File: src/sv/cdq_pkg.sv
package cdq_pkg;

    localparam int MAX_POINTS          = 1024;
    localparam int QUARTER_TABLE_STEPS = 512;

    localparam int ADDR_W     = $clog2(MAX_POINTS);
    localparam int MAX_LOG2   = ADDR_W;
    localparam int MIN_LOG2   = 2;
    localparam int LOG2_W     = 4;
    localparam int SAMPLE_W   = 16;
    localparam int ROM_W      = 15;
    localparam int COS_W      = ROM_W + 2;
    localparam int PROD_W     = SAMPLE_W + COS_W;
    localparam int ACC_W      = PROD_W + ADDR_W;
    localparam int ROM_IDX_W  = $clog2(QUARTER_TABLE_STEPS + 1);
    localparam int QTR_LOG2   = $clog2(QUARTER_TABLE_STEPS);
    localparam int NUM_W      = ADDR_W + QTR_LOG2 + 1;
    localparam int FRAC_SHIFT = 15;

    localparam logic [ADDR_W:0]     POINT_ONE = (ADDR_W + 1)'(1);
    localparam logic [LOG2_W-1:0]   LOG2_RESET = LOG2_W'(10);

    // Input transaction kinds carried on tuser
    localparam logic MODE_LOAD = 1'b0;
    localparam logic MODE_BIN  = 1'b1;

    typedef enum logic [1:0] {
        ST_IDLE,
        ST_RUN,
        ST_FINISH
    } cdq_state_t;

    typedef struct packed {
        logic clear;
        logic valid;
    } cdq_mac_ctrl_t;

    typedef logic [QUARTER_TABLE_STEPS:0][ROM_W-1:0] cdq_cos_rom_t;

    localparam logic [63:0] ONE_Q61      = 64'h2000_0000_0000_0000;
    localparam logic [63:0] HALF_PI_Q61  = 64'h3243_F6A8_885A_308D;
    localparam logic [63:0] HALF_PI_STEP = HALF_PI_Q61 / 64'(QUARTER_TABLE_STEPS);
    localparam logic [63:0] HALF_PI_REM  = HALF_PI_Q61 % 64'(QUARTER_TABLE_STEPS);

    // (a*b) >> 61, truncated to 64 bits
    function automatic logic [63:0] mul_q61(logic [63:0] a, logic [63:0] b);
        logic [127:0] p;
        p = {64'd0, a} * {64'd0, b};
        return p[124:61];
    endfunction

    // Taylor series of cos in Q61, Horner form
    function automatic logic [63:0] cos_q61(logic [63:0] x);
        logic [63:0] x2;
        logic [63:0] f;
        logic [63:0] t;
        x2 = mul_q61(x, x);
        f  = ONE_Q61;
        for (int k = 11; k >= 1; k--) begin
            t = mul_q61(x2, f) / 64'((2 * k - 1) * (2 * k));
            f = (t >= ONE_Q61) ? 64'd0 : ONE_Q61 - t;
        end
        return f;
    endfunction

    // The step count is a power of two, so the remainder term scales by a shift
    function automatic cdq_cos_rom_t build_cos_rom();
        cdq_cos_rom_t rom;
        logic [63:0]  x;
        logic [63:0]  y;
        logic [63:0]  v;
        for (int i = 0; i <= QUARTER_TABLE_STEPS; i++) begin
            x = HALF_PI_STEP * 64'(i) + ((HALF_PI_REM * 64'(i)) >> QTR_LOG2);
            y = cos_q61(x) >> 29;
            v = (y * 64'd32767 + 64'h8000_0000) >> 32;
            if (v > 64'd32767) begin
                v = 64'd32767;
            end
            rom[i] = v[ROM_W-1:0];
        end
        rom[QUARTER_TABLE_STEPS] = '0;
        return rom;
    endfunction

    localparam cdq_cos_rom_t COS_ROM = build_cos_rom();

endpackage

File: src/sv/cdq_mac.sv
module cdq_mac
    import cdq_pkg::*;
(
    input  logic                       aclk,
    input  logic                       aresetn,
    input  cdq_mac_ctrl_t              ctrl,
    input  logic signed [SAMPLE_W-1:0] sample,
    input  logic signed [COS_W-1:0]    cos_value,
    output logic                       busy,
    output logic signed [ACC_W-1:0]    acc
);

    logic signed [PROD_W-1:0] prod_reg;
    logic                     prod_vld_reg;
    logic signed [ACC_W-1:0]  acc_reg;
    logic signed [ACC_W-1:0]  acc_next;

    always_ff @(posedge aclk) begin
        prod_reg <= PROD_W'(sample) * PROD_W'(cos_value);
    end

    always_ff @(posedge aclk) begin
        if (!aresetn) begin
            prod_vld_reg <= 1'b0;
        end else begin
            prod_vld_reg <= ctrl.valid;
        end
    end

    always_comb begin
        acc_next = acc_reg;
        if (ctrl.clear) begin
            acc_next = '0;
        end else if (prod_vld_reg) begin
            acc_next = acc_reg + ACC_W'(prod_reg);
        end
    end

    always_ff @(posedge aclk) begin
        acc_reg <= acc_next;
    end

    assign busy = prod_vld_reg;
    assign acc  = acc_reg;

endmodule

File: config.mk
export PLATFORM = sky130hd
export DESIGN_NAME = cdq_mac
export DESIGN_NICKNAME = d
export VERILOG_FILES = /design/src/sv/cdq_pkg.sv /design/src/sv/cdq_mac.sv
export SDC_FILE = /design/constraint.sdc
export NUM_CORES = 1
export LEC_CHECK = 0
export BUFFER_PORTS_ARGS = -buffer_cell sky130_fd_sc_hd__buf_2
export CORE_UTILIZATION = 48
export DETAILED_ROUTE_END_ITERATION = 8
export HOLD_SLACK_MARGIN = 0.08
export PLACE_DENSITY_LB_ADDON = 0.08
export SLEW_MARGIN = 10
export SYNTH_ARGS = -nofsm -noshare
export SYNTH_HDL_FRONTEND = slang
export SYNTH_SLANG_ARGS = --single-unit
File: constraint.sdc
create_clock -name aclk -period 19.5 [get_ports aclk]
set_clock_uncertainty 0.05 [all_clocks]
set_input_delay 1.95 -clock aclk [delete_from_list [all_inputs] [get_ports aclk]]
set_output_delay 1.95 -clock aclk [all_outputs]
set_load 0.005 [all_outputs]
==> impl_metrics.tcl <==
set metrics [dict create \
    fmax_mhz 128 \
    multiInputGateArea_mm2 0.0118 \
    cts_resized 0 \
    rsz0062_at_grt "no" \
    synth_ff_type "dfxtp_1" \
    clockBufferDepth 2 \
    drtIter0Drc 588 \
    yosysSeqAreaShare_pct 10.4 \
    nets 2133 \
    post-cts-setup-buffers 0 \
    critPathCaptureType "flip-flop" \
    crit_arrival_ns 8.06 \
    dp_worst_setup_slack_ns 11.30 \
    ios 81 \
    via_per_inst 5.13 \
    period_needed_ns 7.84 \
    cp_max_fo 17 \
    ys_types 68 \
    yosysWarnings 0 \
    synth_cells 1658 \
    seqCellArea_mm2 0.00154 \
    area_delta_synth_final_pct 6.65 \
    drt_pre_antenna_iters 5 \
    wl_met2_mm 14.8 \
    timing_worst_setup_path_type "input port to flip-flop" \
    status "complete, no violations" \
    rows 63 \
    syn_avg_cell_area_um2 8.93 \
    async_flop_share_pct 0 \
    postRouteAntennaNets 0 \
    portBuffers 80 \
    wl_met3_mm 1.84 \
    grt_start_max_net_pins 65 \
    most-common-layout-cells "330 x inv_1, 277 x fa_1, 178 x nand2_1" \
    met1_length_mm 16.8 \
    drv_cap 0 \
    antenna_found_initial 0 \
    routedWlPerCell_um 16.2 \
    die_width_um 178 \
    hpwlAfterDp_mm 28.3 \
    setup_slack_ns 11.66 \
    cts-buffers-inserted 9 \
    holdWs_ns 0.439 \
    top_layer_used "met4" \
    cp.required_ns 19.72 \
    grt_pass1_wl_mm 56.9 \
    synth_area_mm2 0.0148 \
    slew_headroom_pct 35.6 \
    worst_slew_pin_slew_ns 0.967 \
    critPathLaunchType "input port" \
    die-area_mm2 0.0315 \
    slew_violations 0 \
    synth_edf_count 0 \
    largest_reg_flops 43 \
    first_global_vias 11173 \
    min_path_type "flip-flop to flip-flop" \
    layout-drive-gt1-share_pct 6.77 \
    vias 10709 \
    drc_errors 0 \
    layout_commonest_cell "inv_1" \
    gr-total-overflow 0 \
    syn-num-nets 2098 \
    root_buffer "clkbuf_16" \
    gp_congestion 0.885 \
    clkLatencyLatePin_ns 0.34 \
    grtUsageTotal_pct 22.9 \
    antenna_cells 0 \
    initial_utilization_pct 49.4 \
    fin_crit_sh_pct 40.2 \
    setup-violations-final 0 \
    coreArea_mm2 0.0300 \
    cts.sinks 77 \
    wl_mm 33.9 \
    htree_levels 3 \
    cts_hold_buffers 0 \
    cts_tree "yes" \
    die_h_um 178 \
    ys_ff_latch 77 \
    final_hold_viol_count 0 \
    final.setup.tns_ns 0 \
    final_util_pct 52.7 \
    clk_pin_slew_worst_paths_ns 0.06 \
    fill_cells 2943 \
]
worst max-delay path, stage by stage:
cell     delay (ns)
buf_2          0.29
nand2_1        0.13
fa_1           0.54
inv_1          0.05
fa_1           0.49
inv_1          0.05
fa_1           0.53
inv_1          0.05
fa_1           0.48
fa_1           0.50
inv_1          0.05
fa_1           0.47
inv_1          0.04
ha_1           0.31
and4_2         0.29
a221o_1        0.36
nor2b_4        0.14
o31a_1         0.23
or2_4          0.25
a41o_4         0.28
a211o_1        0.27
a21oi_2        0.15
xnor2_1        0.12
stage by stage:
stage	area (µm²)	cells
floorplan	14800	1658
global placement	15500	2072
detailed placement	15500	2072
CTS	15800	2088
global route	15800	2088
finish	15800	2088
path summary, 6_finish.rpt:
kind	from	to	slack, ns	cells past startpoint
worst min register to register	acc[38]$_SDFFE_PP0P_	acc[38]$_SDFFE_PP0P_	0.44	2
worst min-delay path	acc[38]$_SDFFE_PP0P_	acc[38]$_SDFFE_PP0P_	0.44	2
worst max-delay path	sample[7]	prod_reg[31]$_DFF_P_	11.66	23
worst max register to register	acc[9]$_SDFFE_PP0P_	acc[41]$_SDFFE_PP0P_	16.03	10
metal layers:
layer | up-vias | global-route usage [%]
li1 | 5218 | -
met4 | 0 | 5.27
met5 | - | 0
met2 | 247 | 36.1
met3 | 32 | 3.23
met1 | 5212 | 33.2
cells by family (layout without fill, tap and decap cells):
family	count (synthesis)	count (layout)	share of synthesized area, %
AND/OR/NAND/NOR	474	474	15.8
flip-flops	77	77	10.4
XOR/XNOR	71	71	4.20
AO/OA/AOI/OAI	214	214	9.44
multiplexers	32	32	2.18
adder cells (fa/ha/maj)	403	403	48.1
buffers and inverters	387	427	9.82
final cells by class:
type	instances	area share, %
Multi-Input combinational cell	1194	74.8
Sequential cell	77	9.77
Tap cell	390	3.09
Clock inverter	5	0.380
Timing Repair Buffer	81	2.58
Inverter	330	7.85
Clock buffer	11	1.54
cells in the mapped netlist (10+ instances only):
cell type	count	share of area, %
a211oi_1	12	0.61
a21o_1	31	1.6
a21oi_1	71	2.4
a31oi_1	10	0.42
and2_1	126	5.3
clkbuf_1	54	1.4
dfxtp_1	77	10
fa_1	277	37
ha_1	126	11
inv_1	330	8.4
mux2i_1	30	2.0
nand2_1	178	4.5
nand2b_1	20	0.85
nand3_1	23	0.78
nand4_1	10	0.42
nor2_1	77	2.0
o21ai_0	33	1.1
o21bai_1	10	0.51
xnor2_1	51	3.0
xor2_1	20	1.2
Power is left out: the tool's default activity adds up to more than one toggle a clock period on the data nets, which glitch-free logic cannot reach.
